File: config.mk
export PLATFORM = sky130hd
export DESIGN_NAME = date_add_days_unit
export DESIGN_NICKNAME = d
export VERILOG_FILES = /design/src/rtl/dad_pkg.sv /design/src/rtl/dad_step.sv /design/src/rtl/date_add_days_unit.sv
export SDC_FILE = /design/constraint.sdc
export NUM_CORES = 1
export LEC_CHECK = 0
export ABC_AREA = 1
export BUFFER_PORTS_ARGS = -buffer_cell sky130_fd_sc_hd__buf_2
export CAP_MARGIN = 20
export CORE_MARGIN = 4
export CORE_UTILIZATION = 65
export CTS_CLUSTER_SIZE = 8
export DETAILED_ROUTE_END_ITERATION = 12
export GPL_TIMING_DRIVEN = 0
export PLACE_DENSITY = 0.84
export SLEW_MARGIN = 15
export SYNTH_ARGS = -nofsm -noshare
export SYNTH_HDL_FRONTEND = slang
export SYNTH_SLANG_ARGS = --single-unit
export TNS_END_PERCENT = 30
File: constraint.sdc
create_clock -name clk -period 8.8 [get_ports clk]
set_input_delay 1.76 -clock clk [delete_from_list [all_inputs] [get_ports clk]]
set_output_delay 1.76 -clock clk [all_outputs]
set_load 0.03 [all_outputs]
File: src/rtl/dad_pkg.sv
// ---------------------------------------------------------------------------
// dad_pkg
// Types, constants and calendar functions of the date adder.
// ---------------------------------------------------------------------------
`timescale 1ns / 1ps

package dad_pkg;

    // Field widths
    localparam int OFFSET_BITS = 17;
    localparam int YEAR_W      = 14;
    localparam int MONTH_W     = 4;
    localparam int DAY_W       = 5;
    localparam int DD_W        = OFFSET_BITS + 1;
    localparam int S_FIELDS_W  = YEAR_W + MONTH_W + DAY_W + OFFSET_BITS;
    localparam int S_TDATA_W   = ((S_FIELDS_W + 7) / 8) * 8;
    localparam int M_FIELDS_W  = YEAR_W + MONTH_W + DAY_W;
    localparam int M_TDATA_W   = ((M_FIELDS_W + 7) / 8) * 8;
    localparam int M_TUSER_W   = 2;

    // Calendar constants
    localparam logic [YEAR_W-1:0]  MAX_YEAR  = 14'd9999;
    localparam logic [MONTH_W-1:0] MONTH_JAN = 4'd1;
    localparam logic [MONTH_W-1:0] MONTH_FEB = 4'd2;
    localparam logic [MONTH_W-1:0] MONTH_DEC = 4'd12;
    localparam logic [DAY_W-1:0]   DAY_LAST_DEC = 5'd31;

    // Year / 100 by reciprocal: exact for every 14-bit year
    localparam logic [12:0] RECIP100    = 13'd5243;
    localparam int          RECIP_SHIFT = 19;
    localparam logic [6:0]  CENTURY     = 7'd100;
    localparam logic [6:0]  LAST_IN_CENTURY = 7'd99;

    // Running position of the walk
    typedef struct packed {
        logic [YEAR_W-1:0]  year;
        logic [6:0]         cent;
        logic [6:0]         mod100;
        logic [MONTH_W-1:0] month;
        logic [DD_W-1:0]    dd;     // zero-based day in month, two's complement
    } pos_t;

    // Outcome of one month step
    typedef struct packed {
        pos_t nxt;
        logic done;
        logic sat_lo;
        logic sat_hi;
    } step_t;

    // Leap year from year mod 4, year mod 100 and century mod 4
    function automatic logic is_leap(input logic [1:0] y_lo,
                                     input logic [6:0] mod100,
                                     input logic [1:0] cent_lo);
        logic r;
        r = ((y_lo == 2'd0) && (mod100 != 7'd0)) ||
            ((mod100 == 7'd0) && (cent_lo == 2'd0));
        return r;
    endfunction

    // Days in month; zero for a month code that names no month
    function automatic logic [DAY_W-1:0] month_len(input logic [MONTH_W-1:0] m,
                                                  input logic leap);
        logic [DAY_W-1:0] r;
        case (m)
            4'd1, 4'd3, 4'd5, 4'd7, 4'd8, 4'd10, 4'd12: r = 5'd31;
            4'd4, 4'd6, 4'd9, 4'd11:                    r = 5'd30;
            MONTH_FEB:                                  r = leap ? 5'd29 : 5'd28;
            default:                                    r = 5'd0;
        endcase
        return r;
    endfunction

endpackage

File: src/rtl/dad_step.sv
// ---------------------------------------------------------------------------
// dad_step
// Shared month step: one add and sign test moves the date by one month, or flags saturation or the end of the walk.
// ---------------------------------------------------------------------------
`timescale 1ns / 1ps

module dad_step
(
    input  dad_pkg::pos_t  cur,
    output dad_pkg::step_t res
);

    logic                          leap;
    logic [dad_pkg::DAY_W-1:0]     len;
    logic [dad_pkg::DAY_W-1:0]     prev_len;
    logic [dad_pkg::MONTH_W-1:0]   prev_month;
    logic                          neg;
    logic [dad_pkg::DD_W-1:0]      addend;
    logic [dad_pkg::DD_W-1:0]      sum;

    // Month lengths of this and the previous month
    always_comb
    begin
        leap       = dad_pkg::is_leap(cur.year[1:0], cur.mod100, cur.cent[1:0]);
        len        = dad_pkg::month_len(cur.month, leap);
        prev_month = cur.month - 4'd1;
        prev_len   = (cur.month == dad_pkg::MONTH_JAN) ? 5'd31
                                                       : dad_pkg::month_len(prev_month, leap);
    end

    // Shared adder: add previous length when behind, subtract length otherwise
    always_comb
    begin
        neg    = cur.dd[dad_pkg::DD_W-1];
        addend = neg ? {{(dad_pkg::DD_W-dad_pkg::DAY_W){1'b0}}, prev_len}
                     : {dad_pkg::DD_W{1'b0}} - {{(dad_pkg::DD_W-dad_pkg::DAY_W){1'b0}}, len};
        sum    = cur.dd + addend;
    end

    // Decide: step back, step forward, saturate or finish
    always_comb
    begin
        res     = '0;
        res.nxt = cur;
        if (neg)
        begin
            if (cur.month == dad_pkg::MONTH_JAN && cur.year == '0)
            begin
                res.sat_lo = 1'b1;
            end
            else
            begin
                res.nxt.dd = sum;
                if (cur.month == dad_pkg::MONTH_JAN)
                begin
                    res.nxt.month = dad_pkg::MONTH_DEC;
                    res.nxt.year  = cur.year - 14'd1;
                    if (cur.mod100 == 7'd0)
                    begin
                        res.nxt.mod100 = dad_pkg::LAST_IN_CENTURY;
                        res.nxt.cent   = cur.cent - 7'd1;
                    end
                    else
                    begin
                        res.nxt.mod100 = cur.mod100 - 7'd1;
                    end
                end
                else
                begin
                    res.nxt.month = prev_month;
                end
            end
        end
        else if (!sum[dad_pkg::DD_W-1])
        begin
            if (cur.month == dad_pkg::MONTH_DEC && cur.year == dad_pkg::MAX_YEAR)
            begin
                res.sat_hi = 1'b1;
            end
            else
            begin
                res.nxt.dd = sum;
                if (cur.month == dad_pkg::MONTH_DEC)
                begin
                    res.nxt.month = dad_pkg::MONTH_JAN;
                    res.nxt.year  = cur.year + 14'd1;
                    if (cur.mod100 == dad_pkg::LAST_IN_CENTURY)
                    begin
                        res.nxt.mod100 = 7'd0;
                        res.nxt.cent   = cur.cent + 7'd1;
                    end
                    else
                    begin
                        res.nxt.mod100 = cur.mod100 + 7'd1;
                    end
                end
                else
                begin
                    res.nxt.month = cur.month + 4'd1;
                end
            end
        end
        else
        begin
            res.done = 1'b1;
        end
    end

endmodule

File: src/rtl/date_add_days_unit.sv
// ---------------------------------------------------------------------------
// date_add_days_unit
// Adds a signed day count to a Gregorian date, one month per cycle.
// ---------------------------------------------------------------------------
// Usage:
//   s_axis carries one item: start date and a signed day offset. m_axis
//   returns one item per input: the resulting date plus two flags in tuser
//   (bit 0 invalid start date, bit 1 result saturated outside years 0..9999).
//   An item passes S_DIV and S_CHK, then walks month by month in S_STEP
//   through the shared step unit until the offset is used up or the date
//   saturates, and ends in S_DONE. An invalid date goes from S_CHK
//   straight to S_DONE.
//   s_axis_tready is high only while the unit is idle; one item is in work
//   at a time. A finished item sits in the output register; the next item
//   may be accepted meanwhile, and its result waits until the output frees.
//   Reset clears the sequencer and drops any pending output item.
// ---------------------------------------------------------------------------
`timescale 1ns / 1ps

module date_add_days_unit
(
    input  logic                          clk,
    input  logic                          rst_n,
    input  logic                          s_axis_tvalid,
    output logic                          s_axis_tready,
    // start_year[13:0], start_month[17:14], start_day[22:18], day_offset[39:23]
    input  logic [dad_pkg::S_TDATA_W-1:0] s_axis_tdata,
    output logic                          m_axis_tvalid,
    input  logic                          m_axis_tready,
    // result_year[13:0], result_month[17:14], result_day[22:18], zero pad
    output logic [dad_pkg::M_TDATA_W-1:0] m_axis_tdata,
    // input_invalid[0], out_of_range[1]
    output logic [dad_pkg::M_TUSER_W-1:0] m_axis_tuser
);

    localparam logic [2:0] S_IDLE = 3'd0;
    localparam logic [2:0] S_DIV  = 3'd1;
    localparam logic [2:0] S_CHK  = 3'd2;
    localparam logic [2:0] S_STEP = 3'd3;
    localparam logic [2:0] S_DONE = 3'd4;

    localparam int Y_LO = 0;
    localparam int M_LO = dad_pkg::YEAR_W;
    localparam int D_LO = M_LO + dad_pkg::MONTH_W;
    localparam int O_LO = D_LO + dad_pkg::DAY_W;

    logic [2:0]                         state_reg, state_next;
    logic [dad_pkg::YEAR_W-1:0]         year_reg;
    logic [dad_pkg::MONTH_W-1:0]        month_reg;
    logic [dad_pkg::DAY_W-1:0]          day_reg;
    logic [dad_pkg::OFFSET_BITS-1:0]    off_reg;
    logic [7:0]                         q100_reg;
    dad_pkg::pos_t                      pos_reg, pos_next;
    logic [dad_pkg::M_FIELDS_W-1:0]     res_reg, res_next;
    logic [dad_pkg::M_TUSER_W-1:0]      flags_reg, flags_next;
    logic                               m_valid_reg, m_valid_next;
    logic [dad_pkg::M_FIELDS_W-1:0]     m_data_reg;
    logic [dad_pkg::M_TUSER_W-1:0]      m_user_reg;

    logic                               s_fire;
    logic                               out_free;
    logic [26:0]                        recip_prod;
    logic [14:0]                        cent_prod;
    logic [14:0]                        rem_full;
    logic [6:0]                         r100;
    logic                               chk_leap;
    logic                               chk_bad;
    logic [dad_pkg::DD_W-1:0]           dd_init;
    dad_pkg::step_t                     stp;

    assign s_axis_tready = (state_reg == S_IDLE);
    assign s_fire        = s_axis_tvalid && s_axis_tready;
    assign out_free      = !m_valid_reg || m_axis_tready;

    // Year / 100 by reciprocal, registered before the remainder multiply
    assign recip_prod = year_reg * dad_pkg::RECIP100;

    // Remainder, leap test and date check
    always_comb
    begin
        cent_prod = q100_reg * dad_pkg::CENTURY;
        rem_full  = {1'b0, year_reg} - cent_prod;
        r100      = rem_full[6:0];
        chk_leap  = dad_pkg::is_leap(year_reg[1:0], r100, q100_reg[1:0]);
        chk_bad   = (year_reg > dad_pkg::MAX_YEAR) ||
                    !(month_reg inside {[dad_pkg::MONTH_JAN:dad_pkg::MONTH_DEC]}) ||
                    (day_reg == '0) ||
                    (day_reg > dad_pkg::month_len(month_reg, chk_leap));
        dd_init   = {{(dad_pkg::DD_W-dad_pkg::DAY_W){1'b0}}, day_reg} -
                    {{(dad_pkg::DD_W-1){1'b0}}, 1'b1} +
                    {off_reg[dad_pkg::OFFSET_BITS-1], off_reg};
    end

    dad_step u_step
    (
        .cur (pos_reg),
        .res (stp)
    );

    // Sequencer
    always_comb
    begin
        state_next   = state_reg;
        pos_next     = pos_reg;
        res_next     = res_reg;
        flags_next   = flags_reg;
        m_valid_next = m_valid_reg && !m_axis_tready;
        case (state_reg)
            S_IDLE:
            begin
                if (s_fire)
                begin
                    state_next = S_DIV;
                end
            end
            S_DIV:
            begin
                state_next = S_CHK;
            end
            S_CHK:
            begin
                if (chk_bad)
                begin
                    res_next   = '0;
                    flags_next = 2'b01;
                    state_next = S_DONE;
                end
                else
                begin
                    pos_next.year   = year_reg;
                    pos_next.cent   = q100_reg[6:0];
                    pos_next.mod100 = r100;
                    pos_next.month  = month_reg;
                    pos_next.dd     = dd_init;
                    state_next      = S_STEP;
                end
            end
            S_STEP:
            begin
                if (stp.sat_lo)
                begin
                    res_next   = {5'd1, dad_pkg::MONTH_JAN, 14'd0};
                    flags_next = 2'b10;
                    state_next = S_DONE;
                end
                else if (stp.sat_hi)
                begin
                    res_next   = {dad_pkg::DAY_LAST_DEC, dad_pkg::MONTH_DEC, dad_pkg::MAX_YEAR};
                    flags_next = 2'b10;
                    state_next = S_DONE;
                end
                else if (stp.done)
                begin
                    res_next   = {pos_reg.dd[dad_pkg::DAY_W-1:0] + 5'd1, pos_reg.month,
                                  pos_reg.year};
                    flags_next = 2'b00;
                    state_next = S_DONE;
                end
                else
                begin
                    pos_next = stp.nxt;
                end
            end
            S_DONE:
            begin
                if (out_free)
                begin
                    m_valid_next = 1'b1;
                    state_next   = S_IDLE;
                end
            end
            default:
            begin
                state_next = S_IDLE;
            end
        endcase
    end

    // Control state
    always_ff @(posedge clk or negedge rst_n)
    begin
        if (!rst_n)
        begin
            state_reg   <= S_IDLE;
            m_valid_reg <= 1'b0;
        end
        else
        begin
            state_reg   <= state_next;
            m_valid_reg <= m_valid_next;
        end
    end

    // Payload
    always_ff @(posedge clk)
    begin
        if (s_fire)
        begin
            year_reg  <= s_axis_tdata[M_LO-1:Y_LO];
            month_reg <= s_axis_tdata[D_LO-1:M_LO];
            day_reg   <= s_axis_tdata[O_LO-1:D_LO];
            off_reg   <= s_axis_tdata[O_LO+dad_pkg::OFFSET_BITS-1:O_LO];
        end
        if (state_reg == S_DIV)
        begin
            q100_reg <= recip_prod[dad_pkg::RECIP_SHIFT+7:dad_pkg::RECIP_SHIFT];
        end
        pos_reg   <= pos_next;
        res_reg   <= res_next;
        flags_reg <= flags_next;
        if (state_reg == S_DONE && out_free)
        begin
            m_data_reg <= res_reg;
            m_user_reg <= flags_reg;
        end
    end

    assign m_axis_tvalid = m_valid_reg;
    assign m_axis_tdata  = {{(dad_pkg::M_TDATA_W-dad_pkg::M_FIELDS_W){1'b0}}, m_data_reg};
    assign m_axis_tuser  = m_user_reg;

endmodule

# [Word level (Yosys, flattened, before mapping)]
# Index checks and enable logic that the tools add are counted.
# W data, S select, Z words.
[op_classes] order_cmp=4 multipliers=2 n_mux=50 eq_ne=57 reduce_logical=43 n_addsub=14
[ops] cell="$mux W50" n=8
[ops] cell="$pmux W50 S2" n=1
[ops] cell="$mux W23" n=4
[ops] cell="$eq A4 B4 Y1 const B" n=15
[ops] cell="$mux W28" n=2
[ops] cell="$eq A4 B3 Y1 const B" n=12
[ops] cell="$pmux W23 S2" n=1
[ops] cell="$pmux W5 S3" n=3
[ops] cell="$mux W7" n=4
[ops] cell="$mul A14 B13 Y27 const B" n=1
[ops] cell="$eq A4 B2 Y1 const B" n=6
[ops] cell="$reduce_or A7 Y1" n=3
[ops] cell="$add A18 B18 Y18" n=1
[ops] cell="$add A6 B17 Y18" n=1
[ops] cell="$mux W18" n=1
[ops] cell="$mux W3" n=6
[ops] cell="$pmux W3 S5" n=1
[ops] cell="$add A14 B1 Y14 const B" n=1
[ops] cell="$add A7 B1 Y7 const B" n=2
[ops] cell="$eq A14 B14 Y1 const B" n=1
[ops] cell="$gt A14 B14 Y1 const B" n=1
[ops] cell="$logic_not A14 Y1" n=1
[ops] cell="$logic_not A7 Y1" n=2
[ops] cell="$reduce_bool A7 Y1" n=2
[ops] cell="40 further kinds" n=90
[word_totals] register_bits=152 word_cells=187 output_inout_bits=28 inputBits=44

# [Depth between registers and ports, before layout]
# Gate-level depths: netlist (run 1).
[logic_depth] ltp_word=15 depth_mapped=29 depth_no_buf=29

# [By module]
# From an unflattened synthesis (run 1), not the netlist that was laid out.
[unflattened] hier_cells=2077 area_unflattened_um2=15528.6
[by_module_without_submodules] module="date_add_days_unit" area_per_inst_um2=10736.5 seq_area_each_um2=4514.3 cells_per_inst=1103 instances=1
[by_module_without_submodules] module="dad_step" area_per_inst_um2=4792.1 seq_area_each_um2=0.0 cells_per_inst=974 instances=1

# [Worst setup path after synthesis (run 1)]
# No wires, ideal clock.
[synth_path] path_type="reg-to-reg" startpoint="reg pos_reg[18] (netlist name)" endpoint="reg pos_reg[0] (netlist name), enable pin" arrival_ns=4.203 n_path_buf=0 t_required_ns=8.401 slack_ns=4.199 synth_period_minus_slack_ns=4.601 setup_ns=0.399 stages_incl_launch_ff=24 path_cell_list="edfxtp_1 > inv_1 > ha_1 > nand3_1 > nand2_1 > nor2_4 > a21oi_1 > o21ai_0 > nand2_1 > inv_1 > ha_1 > nand2_1 > nand2_1 > nand2_1 > nand2_1 > nand2_1 > nand3_2 > nand2_2 > nand3_2 > nand3_4 > nand2_4 > nand2_4 > nand2_2 > nor2_1"
[synth_between] elab_chain_len=11 word_cells_on_any_way=51 cone_classes="add/sub: 3; eq/ne: 30; mux: 11; reduce/logical: 7"
[synth_rtl] element="from (decl)" line="date_add_days_unit.sv:53" source="dad_pkg::pos_t pos_reg, pos_next;"
[synth_rtl] element="from (signal assigned)" line="date_add_days_unit.sv:208" source="pos_reg <= pos_next;"
[synth_rtl] element="$sub A4 B1 Y4" line="dad_step.sv:26" source="prev_month = cur.month - 4'd1;"
[synth_rtl] element="$eq A4 B1 Y1, or another cell as far along" line="dad_pkg.sv:65" source="case (m)"
[synth_rtl] element="$reduce_or A7 Y1 / $reduce_or A4 Y1 (equally long branches)" line="dad_pkg.sv:65"
[synth_rtl] element="$pmux W5 S3" line="dad_pkg.sv:65"
[synth_rtl] element="$mux W5" line="dad_step.sv:27" source="prev_len = (cur.month == dad_pkg::MONTH_JAN) ? 5'd31"
[synth_rtl] element="$mux W18" line="dad_step.sv:35" source="addend = neg ? {{(dad_pkg::DD_W-dad_pkg::DAY_W){1'b0}}, prev_len}"
[synth_rtl] element="$add A18 B18 Y18" line="dad_step.sv:37" source="sum = cur.dd + addend;"
[synth_rtl] element="$mux W1" line="dad_step.sv:74" source="else if (!sum[dad_pkg::DD_W-1])"
[synth_rtl] element="$mux W1" line="dad_step.sv:45" source="if (neg)"
[synth_rtl] element="$ne A2 B2 Y1 (no source line)"
[synth_rtl] element="$reduce_and A8 Y1 (no source line) *"
# Every way passes the cells marked *; elsewhere a longest branch is shown, timed or not.
# A chain may end at the register's enable or synchronous reset.

# [Worst setup path in the final report (run 1)]
[layout_path] startpoint="reg pos_reg[18] (netlist name)" endpoint="reg pos_reg[37] (netlist name), enable pin"
[layout_between] elab_chain_len=11 word_cells_on_any_way=53 cone_classes="add/sub: 3; eq/ne: 32; mux: 11; reduce/logical: 7"
[layout_rtl] element="$sub A4 B1 Y4" line="dad_step.sv:26"
[layout_rtl] element="$eq A4 B1 Y1, or another cell as far along" line="dad_pkg.sv:65"
[layout_rtl] element="$reduce_or A7 Y1 / $reduce_or A4 Y1 (equally long branches)" line="dad_pkg.sv:65"
[layout_rtl] element="$pmux W5 S3" line="dad_pkg.sv:65"
[layout_rtl] element="$mux W5" line="dad_step.sv:27"
[layout_rtl] element="$mux W18" line="dad_step.sv:35"
[layout_rtl] element="$add A18 B18 Y18" line="dad_step.sv:37"
[layout_rtl] element="$mux W1" line="dad_step.sv:74"
[layout_rtl] element="$mux W1" line="dad_step.sv:45"
[layout_rtl] element="$ne A2 B2 Y1 (no source line)"
[layout_rtl] element="$reduce_and A10 Y1 (no source line) *"
# Marks and branches as above.

==> results by group, run 1 <==
Worst setup path
  • R2R setup slack: about 3700 ps
  • CP Class: reg -> reg
  • Crit path launch type: register
  • Reg2reg start: pos_reg[18]$_DFFE_PP_
  • Largest delay share family, worst path: simple AND/OR/NAND/NOR gates
  • Kind of end point of the critical path: register
  • Critical Path AT: roughly 5200 ps
  • Critical Path RT: 8940 ps
  • Critical R2R Capture: pos_reg[37]$_DFFE_PP_
  • CP max FO: 11
  • Bufs and invs on worst path: 3
  • Critical path cell sequence: inv_1, ha_1, nand3_1, nand2_1, nor2_4, a21oi_1, o21ai_0, nand2_1, inv_1, ha_1, nand2_1, nand2_1, nand2_1, nand2_1, nand2_1, nand3_2, nand2_2, nand3_2, nand3_4, nand2_4, nand2_4, nand2_2, nor2_2, buf_8
  • Critical path's slowest cell: nor2_2
  • Reg2Reg Depth: 24
  • CP peak stage delay: approximately 530 ps
  • Most frequent CP cell: nand2_1

Route
  • Number of remaining DRC errors: 0
  • Initial DRC count: just under 800
  • Pre-Repair DR Iteration Count: 5
  • Routed wire length per instance: approximately 17 µm
  • Via/cell ratio: just under 6
  • Routed via count: approximately 9500
  • Final antenna-violating net count: 0
  • DRT Wirelength: 28.5 mm

Logic synthesis
  • Synth top area share: about a third
  • Leading area contributor after synthesis: edfxtp_1
  • Mapped cell area: around 12000 µm²
  • Seq cells post-synth: approximately 140
  • Yosys Warn Count: 0
  • Post-Syn Area per Cell: between 9 and 10 µm²
  • Prevailing post-synth register cell: edfxtp_1
  • Post-synth EDFFs: 140
  • Synth top area cells: edfxtp_1 (35%), ha_1 (16%), fa_1 (11%)
  • Yosys cell types: 52
  • Syn Nets: 1557
  • Asr flop ratio synth: around 2.8%
  • Register area share after synthesis: a little over a third
  • Cells after synthesis: 1296

Global route
  • Vias in the first global route: 9382
  • Global route overflow: 0
  • Initial antenna violation count: 1
  • Largest net degree at the start of global routing: 30
  • First-pass GRT wire length: approximately 46 mm
  • All-Layer GR Usage: between 20% and 30%

Clock tree
  • CTS tree: built
  • Resized Gates After CTS: 0
  • Hold buffer count at cts: 0
  • Reg clk slew, reported paths: 60 ps
  • Worst-Skew Late Latency: 440 ps
  • Bufs on Longest Clock Path: 2
  • Post-CTS setup buffers: 0
  • Clock root buffer: clkbuf_16
  • Clock H-tree levels: 4
  • CTS sink cnt: around 140
  • CTS buffer count: 17

Worst hold path
  • Min-Delay Path Class: reg -> reg
  • WHS Path Cells: 0
  • Endpoint of the worst hold path: m_data_reg[0]$_DFFE_PP_
  • Hold_sp: res_reg[0]$_SDFFCE_PP0P_

Final layout
  • Fillers: ~1300
  • Final nets: ~1700
  • Area delta synth->final: 11.0%
  • Area of the multi-input gates: 6900 µm²
  • Most common library cell in the layout ignoring fill and taps: inv_1
  • Share of layout cells above drive strength 1: roughly an eighth
  • Diode count: 0
  • Max FFs per register: 45
  • Most frequent cells in the layout: inv_1 (220), nand2_1 (186), ha_1 (152)
  • Flip-flop and latch area: ~4300 µm²

Timing
  • Slew headroom: between 30 and 40%
  • Skew final: 11.3 ps
  • Max Fclk: just under 200 MHz
  • Final Hold Vio Count: 0
  • Crit path time final: ~5100 ps
  • Pins Over Slew Limit: 0
  • Tcrit/Tclk final: 57.7%
  • RSZ-0062 raised after global routing: no
  • # setup viols final: 0
  • Fin Setup TNS: 0 ps
  • Worst Tran Pin Value: 1030 ps

Placed design
  • Final GP Congestion: around 0.99
  • # port buffers: 70
  • Post-DP HPWL: about 23 mm

Die
  • Die area: 20900 µm²
  • Placeable Area: 18100 µm²
  • Die X: between 100 and 150 µm
  • FP Rows: 49
  • # IOs: 72
  • Initial core utilization: about two thirds
  • Die Span Y: 145 µm

Job
  • Number of max-cap violations: 0

Outcome
  • Status: completed
==> worst register-to-register path, stage by stage (launching register included) <==
cell and delay (ps):
edfxtp_1 500, inv_1 220, ha_1 270, nand3_1 200, nand2_1 210, nor2_4 70, a21oi_1 490, o21ai_0 190
nand2_1 100, inv_1 60, ha_1 360, nand2_1 100, nand2_1 70, nand2_1 70, nand2_1 80, nand2_1 90
nand3_2 140, nand2_2 140, nand3_2 120, nand3_4 220, nand2_4 100, nand2_4 90, nand2_2 120, nor2_2 530
buf_8 240
==> area by class of cell <==
class	count	area share [%]
multi-input cells	902	51.2
clock inverters	15	1.35
inverters	232	6.48
clock buffers	17	3.16
plain buffers	18	0.780
flip-flops and latches	144	31.9
well taps	229	2.13
repair buffers	74	3.03
==> logic make-up (layout without fill, tap and decap cells) <==
kind of cell	count (synthesis)	count (layout)	synth area share, %
AOI/OAI and AO/OA	216	216	10.1
xor gates and xnor gates	53	53	3.82
adders and majority gates	217	217	26.4
buffers and inverters	250	356	8.05
DFF	144	144	35.4
other	1	1	0.0309
and+or+nand+nor	415	415	16.2
==> worst max path at each step <==
stage / startpoint / endpoint / slack (ps) / cells past startpoint
floorplan: pos_reg[18]$_DFFE_PP_ / pos_reg[0]$_DFFE_PP_ / 4200 / 23
global placement: pos_reg[18]$_DFFE_PP_ / pos_reg[7]$_DFFE_PP_ / 2760 / 23
detailed placement: pos_reg[18]$_DFFE_PP_ / pos_reg[22]$_DFFE_PP_ / 4010 / 24
CTS: pos_reg[18]$_DFFE_PP_ / pos_reg[37]$_DFFE_PP_ / 3890 / 24
global route: pos_reg[25]$_DFFE_PP_ / flags_reg[1]$_SDFFCE_PN0P_ / 3470 / 27
finish: pos_reg[18]$_DFFE_PP_ / pos_reg[37]$_DFFE_PP_ / 3720 / 24
==> stage by stage <==
step / instances / hold WS [ps] / util (%) / area (µm²) / worst slack (ps)
floorplan: 1296 / 400 / - / 12200 / 4200
global placement: 1595 / 400 / 70.5 / 12800 / 2760
detailed placement: 1599 / 405 / 70.9 / 12900 / 4010
CTS: 1631 / 419 / 74.3 / 13500 / 3890
global route: 1631 / 424 / 74.3 / 13500 / 3470
finish: 1631 / 418 / 74.3 / 13500 / 3720
==> routing by layer <==
layer | part of all wire (%) | GRT usage (%) | vias up
met4 | 2.8 | 9.23 | 2
li1 | - | - | 4566
met3 | 7.0 | 5.06 | 65
met2 | 47 | 46.3 | 419
met1 | 43 | 39.0 | 4451
met5 | 0.021 | 0 | -
==> cell usage after synthesis (all sizes together), types with 2 or more instances <==
| cell type | count |
|---|---|
| xnor2 | 17 |
| clkbuf | 7 |
| inv | 232 |
| ha | 152 |
| nor2 | 99 |
| a31oi | 9 |
| a31o | 3 |
| fa | 65 |
| nand2 | 199 |
| o21ai | 75 |
| dfrtp | 4 |
| nor4 | 4 |
| nand4 | 16 |
| nand3b | 6 |
| a21oi | 88 |
| nand3 | 63 |
| nor3 | 24 |
| buf | 11 |
| a22oi | 6 |
| o21bai | 3 |
| o22ai | 2 |
| o211ai | 10 |
| o221ai | 4 |
| a22o | 2 |
| o31ai | 5 |
| a21o | 4 |
| or2 | 4 |
| edfxtp | 140 |
| xor2 | 36 |
Power of run 1 is left out: the tool's default activity adds up to more than one toggle a clock period on the data nets, which glitch-free logic cannot reach.
==> run 2, diff against run 1 <==
Settings changed: CORE_UTILIZATION 65 to 63, PLACE_DENSITY 0.84 to 0.82.
Clock period 8.8 ns to 4.7 ns, I/O delays scaled along.
==> run 2 against run 1 <==
  * Global-route usage fell by 1.4 points
  * Via count rose by 3.7%
  * Flip-flop and latch count did not move
  * Hold slack got worse by 110 ps
  * Count of clock-buffer cells in the layout did not move
  * First-iteration DRC count rose by 24%
  * Cell count rose by 4.2%
  * Die area rose by 3.0%
  * Maximum frequency rose by 10%
  * Sequential share of layout area fell by 1.1 points
  * Critical path depth fell by 11
  * Utilization barely moved
  * Largest cell class unchanged
==> results by group, run 2 (synthesized netlist as in run 1, its figures left out) <==
Clock tree
  • Bufs on Longest Clock Path: 2 (unchanged)
  • CTS tree: built
  • CTS buffer count: 17 (unchanged)
  • Clock root buffer: clkbuf_16
  • CTS sink cnt: 144 (unchanged)
  • Clock H-tree levels: 4 (unchanged)
  • Reg clk slew, reported paths: 70 ps (about the same)
  • Worst-Skew Late Latency: 430 ps (about the same)

Route
  • Initial DRC count: 989 (+24%)
  • Routed via count: 9850 (+3.7%)
  • DRT Wirelength: 30.4 mm (+6.8%)
  • Pre-Repair DR Iteration Count: 5 (unchanged)
  • Via/cell ratio: 5.79 (-0.56%)
  • Final antenna-violating net count: 0 (unchanged)
  • Number of remaining DRC errors: 0 (unchanged)
  • Routed wire length per instance: 17.9 µm (+2.4%)

Placed design
  • # port buffers: 70 (unchanged)
  • Post-DP Area: 12900 µm² (+0.39%)
  • Final GP Congestion: 0.965 (-2.6%)
  • Placed cells: 1631 (+2.0%)
  • Post-DP HPWL: 22.4 mm (-0.59%)

Timing
  • Pins Over Slew Limit: 0 (unchanged)
  • Crit path time final: 4600 ps (-474 ps)
  • Slew headroom: 49.4% (+18 points)
  • Final Hold Vio Count: 0 (unchanged)
  • Max Fclk: 217 MHz (+10%)
  • RSZ-0062 raised after global routing: yes
  • Fin Setup TNS: 0 ps (unchanged)
  • Tcrit/Tclk final: 97.9% (+40 points)
  • # setup viols final: 0 (unchanged)
  • Skew final: 11.2 ps (-0.0801 ps)
  • Worst Tran Pin Value: 758 ps (-274 ps)

Global route
  • All-Layer GR Usage: 27.0% (-1.4 points)
  • Global route overflow: 0 (unchanged)
  • Vias in the first global route: 9331 (-0.54%)
  • Initial antenna violation count: 0 (-1)
  • Largest net degree at the start of global routing: 30 (unchanged)
  • First-pass GRT wire length: 46.1 mm (about the same)

Job
  • Number of max-cap violations: 0 (unchanged)

Final layout
  • Max FFs per register: 45 (unchanged)
  • Most frequent cells in the layout: inv_1 (219), nand2_1 (183), ha_1 (145)
  • Diode count: 0 (unchanged)
  • Finished Layout Cells: 1700 (+4.2%)
  • Utilization after layout: 74.3% (about the same)
  • Finished Cell Area: 14000 µm² (+3.7%)
  • Most common library cell in the layout ignoring fill and taps: inv_1
  • Area delta synth->final: 15.1%
  • Fillers: 1252 (-0.24%)
  • Share of layout cells above drive strength 1: 17.2% (+3.9 points)
  • Final nets: 1689 (+2.4%)

Die
  • Die area: 21600 µm² (+3.0%)
  • FP Rows: 50 (+2.0%)
  • Die Span Y: 147 µm (+1.5%)
  • Initial core utilization: 64.5% (-2.4 points)
  • Die X: 147 µm (+1.5%)
  • Placeable Area: 18800 µm² (+3.8%)
  • # IOs: 72 (unchanged)

Outcome
  • Status: completed

Worst setup path
  • Crit path launch type: register
  • Kind of end point of the critical path: register
  • Critical Path AT: 4850 ps (-370 ps)
  • CP max FO: 5 (-6)
  • Reg2reg start: year_reg[12]$_DFFE_PP_
  • Worst setup startpoint: year_reg[12]$_DFFE_PP_
  • Critical Path RT: 4950 ps (-3990 ps)
  • CP Class: reg -> reg

Worst hold path
  • Min-Delay Path Class: in -> async
-- run 2: final cells by class --
| cell class | count | area [µm²] | area share [%] |
|---|---|---|---|
| inverter | 232 | 873 | 6.25 |
| clock inverter | 14 | 181 | 1.30 |
| clock buffer | 17 | 425 | 3.04 |
| tap | 260 | 325 | 2.33 |
| timing repair buffer | 113 | 704 | 5.04 |
| buffer | 18 | 105 | 0.752 |
| multi-input combinational | 902 | 7060 | 50.5 |
| sequential | 144 | 4300 | 30.8 |
-- run 2: final timing paths --
path / endpoint / slack, ps / cells after the start
hold reg to reg: m_data_reg[1]$_DFFE_PP_ / 420 / 0
setup / recovery: q100_reg[4]$_DFFE_PP_ / 100 / 13
setup reg to reg: q100_reg[4]$_DFFE_PP_ / 100 / 13
max in group asynchronous: state_reg[1]$_DFFE_PN0P_ / 4250 / 1
min in group clk: m_data_reg[1]$_DFFE_PP_ / 420 / 0
hold / removal: m_axis_tvalid$_DFF_PN0_ / 310 / 1
-- run 2: layer usage --
layer | track usage [%] | up-vias | share of wire (%)
met4 | 8.70 | 0 | 3.6
met5 | 0 | - | 0
met1 | 36.6 | 4665 | 41
met2 | 44.9 | 456 | 48
li1 | - | 4635 | -
met3 | 4.32 | 94 | 7.3
-- run 2: worst max-delay path, stage by stage, from the launching register on --
cell and delay [ps]:
edfxtp_1 430, buf_4 200, fa_1 500, ha_1 340, fa_1 480, fa_1 570, fa_1 510, ha_1 350
nand2_2 130, o21ai_0 140, a21oi_1 150, o21ai_0 90, a21oi_1 250, xor2_1 260
-- run 2: repair_timing --
action / CTS / global route
pin swaps: 1 / 9
hold buffers: 0 / 0
gates cloned: 0 / 0
setup endpoints to repair: 68 / 70
gates resized for setup: 5 / 24
buffers inserted: 2 / 36
-- run 2: metrics by stage --
stage / hold slack (ps) / setup WS [ps]
finish: 312 / 97.6
floorplan: 400 / 98.9
CTS: 306 / -0.0697
global placement: 400 / -1350
global route: 301 / -109
detailed placement: 405 / -268
Power of run 2 is left out for the same reason.
==> run 3, diff against run 2 <==
--- a/config.mk
+++ b/config.mk
@@ -15,3 +15,3 @@
 export GPL_TIMING_DRIVEN = 0
-export PLACE_DENSITY = 0.82
+export PLACE_DENSITY_LB_ADDON = 0.2
 export SLEW_MARGIN = 15
--- a/constraint.sdc
+++ b/constraint.sdc
@@ -3,2 +3,2 @@
 set_output_delay 0.94 -clock clk [all_outputs]
-set_load 0.03 [all_outputs]
+set_load 0.005 [all_outputs]
==> run 3 against run 2 <==
  * Final area decreased by 0.50%
  * Critical path depth unchanged
  * Wire length decreased by 4.6%
  * Sequential share of layout area increased by 0.16 points
  * Flip-flop and latch count unchanged
  * Hold slack got worse by 9.9 ps
  * Worst setup slack got worse by 0.66 ps
  * Die area unchanged
  * Register-to-register slack about the same
  * First-iteration DRC count decreased by 23%
  * Via count decreased by 3.4%
  * Largest cell class unchanged
==> results by group, run 3 (synthesized netlist as in run 1, its figures left out) <==
Final layout
  • Fillers: 1348 (+7.7%)
  • Area delta synth->final: 14.5%
  • Finished Layout Cells: 1691 (-0.53%)
  • Final nets: 1679 (-0.59%)
  • Max FFs per register: 45 (unchanged)
  • Share of layout cells above drive strength 1: 16.4% (-0.73 points)
  • Diode count: 0 (unchanged)
  • Most frequent cells in the layout: inv_1 (220), nand2_1 (183), ha_1 (146)
  • Most common library cell in the layout ignoring fill and taps: inv_1

Clock tree
  • CTS sink cnt: 144 (unchanged)
  • Worst-Skew Late Latency: 430 ps (about the same)
  • CTS tree: built
  • Clock H-tree levels: 4 (unchanged)
  • Reg clk slew, reported paths: 60 ps (about the same)
  • Bufs on Longest Clock Path: 2 (unchanged)
  • CTS buffer count: 17 (unchanged)
  • Clock root buffer: clkbuf_16

Timing
  • Tcrit/Tclk final: 97.9% (about the same)
  • Worst Tran Pin Value: 827 ps (+69.1 ps)
  • RSZ-0062 raised after global routing: yes
  • Skew final: 8.54 ps (-2.64 ps)
  • Final Hold Vio Count: 0 (unchanged)
  • Slew headroom: 44.6% (-4.8 points)
  • # setup viols final: 0 (unchanged)
  • Pins Over Slew Limit: 0 (unchanged)
  • Crit path time final: 4600 ps (+0.658 ps)
  • Fin worst setup slack: 96.9 ps (-0.658 ps)
  • Max Fclk: 217 MHz (about the same)

Placed design
  • Final GP Congestion: 0.995 (+3.1%)
  • DP Worst Slack: -510 ps (-242 ps)
  • Placed cells: 1629 (-0.12%)
  • Post-DP HPWL: 21.9 mm (-2.1%)
  • # port buffers: 70 (unchanged)

Global route
  • All-Layer GR Usage: 26.7% (-0.33 points)
  • Global route overflow: 0 (unchanged)
  • Vias in the first global route: 9228 (-1.1%)
  • First-pass GRT wire length: 45.8 mm (-0.61%)
  • Initial antenna violation count: 1 (+1)
  • Largest net degree at the start of global routing: 30 (unchanged)

Die
  • Die X: 147 µm (unchanged)
  • Die Span Y: 147 µm (unchanged)
  • # IOs: 72 (unchanged)
  • FP Rows: 50 (unchanged)
  • Die area: 21600 µm² (unchanged)
  • Initial core utilization: 64.5% (unchanged)
  • Placeable Area: 18800 µm² (unchanged)

Route
  • Via/cell ratio: 5.62 (-2.9%)
  • Routed via count: 9511 (-3.4%)
  • Initial DRC count: 762 (-23%)
  • Pre-Repair DR Iteration Count: 5 (unchanged)
  • Number of remaining DRC errors: 0 (unchanged)
  • Final antenna-violating net count: 0 (unchanged)
  • DRT Wirelength: 29.0 mm (-4.6%)
  • Routed wire length per instance: 17.2 µm (-4.0%)

Outcome
  • Status: completed

Worst setup path
  • CP max FO: 6 (+1)
  • Worst setup startpoint: year_reg[11]$_DFFE_PP_
  • Critical Path RT: 4940 ps (about the same)
  • Kind of end point of the critical path: register
  • CP Class: reg -> reg
  • Reg2reg start: year_reg[11]$_DFFE_PP_
  • Crit path launch type: register
  • Critical Path AT: 4840 ps (about the same)

Worst hold path
  • Min-Delay Path Class: in -> async

Job
  • Number of max-cap violations: 0 (unchanged)
run 3: repair_timing:
| item | 4_1_cts | 5_1_grt |
|---|---|---|
| pin swaps | 1 | 13 |
| endpoints found under the setup margin | 71 | 70 |
| setup buffers | 3 | 28 |
| resized for setup | 5 | 25 |
| hold buffers | 0 | 0 |
run 3: area by class of cell:
class | instances | area [µm²] | area share [%]
Buffer | 17 | 101 | 0.728
Inverter | 232 | 873 | 6.28
Clock buffer | 19 | 433 | 3.11
Sequential cell | 144 | 4300 | 30.9
Multi-Input combinational cell | 902 | 7080 | 50.9
Clock inverter | 13 | 161 | 1.16
Tap cell | 260 | 325 | 2.34
Timing Repair Buffer | 104 | 633 | 4.55
run 3: path summary, 6_finish.rpt:
kind                                             to  slack (ps)  cells after the start
setup / recovery              q100_reg[4]$_DFFE_PP_         100                     13
hold / removal             state_reg[2]$_DFFE_PN0P_         300                      1
setup reg to reg              q100_reg[4]$_DFFE_PP_         100                     13
hold reg to reg             m_data_reg[6]$_DFFE_PP_         420                      0
max in group asynchronous  state_reg[0]$_DFFE_PN0P_        4280                      1
min in group clk            m_data_reg[6]$_DFFE_PP_         420                      0
run 3: critical path: stages, from the launching register on:
cell and delay [ps]:
edfxtp_1 490, buf_4 220, fa_1 490, ha_1 330, fa_1 520, fa_1 480
fa_1 510, ha_1 340, nand2_1 180, o21ai_0 170, a21oi_1 160, o21ai_1 90
a21oi_2 150, xor2_1 270
run 3: per-stage QoR:
stage / setup TNS, ps / cell area, µm² / utilization [%] / hold WS [ps]
2_1_floorplan: 0 / 12200 / - / 400
3_3_place_gp: -66080 / 12800 / 68.1 / 400
3_5_place_dp: -28840 / 12900 / 68.5 / 405
4_1_cts: -15.6 / 13600 / 72.0 / 296
5_1_grt: -95.0 / 13900 / 73.9 / 296
6_report: 0 / 13900 / 73.9 / 302
run 3: metal layers:
layer	global-route usage [%]	wire length (µm)	up-vias
li1	-	-	4607
met1	37.0	12500	4482
met2	43.7	13900	364
met3	4.07	1870	56
met4	8.33	726	2
met5	0	12	-
Power of run 3 is left out for the same reason.
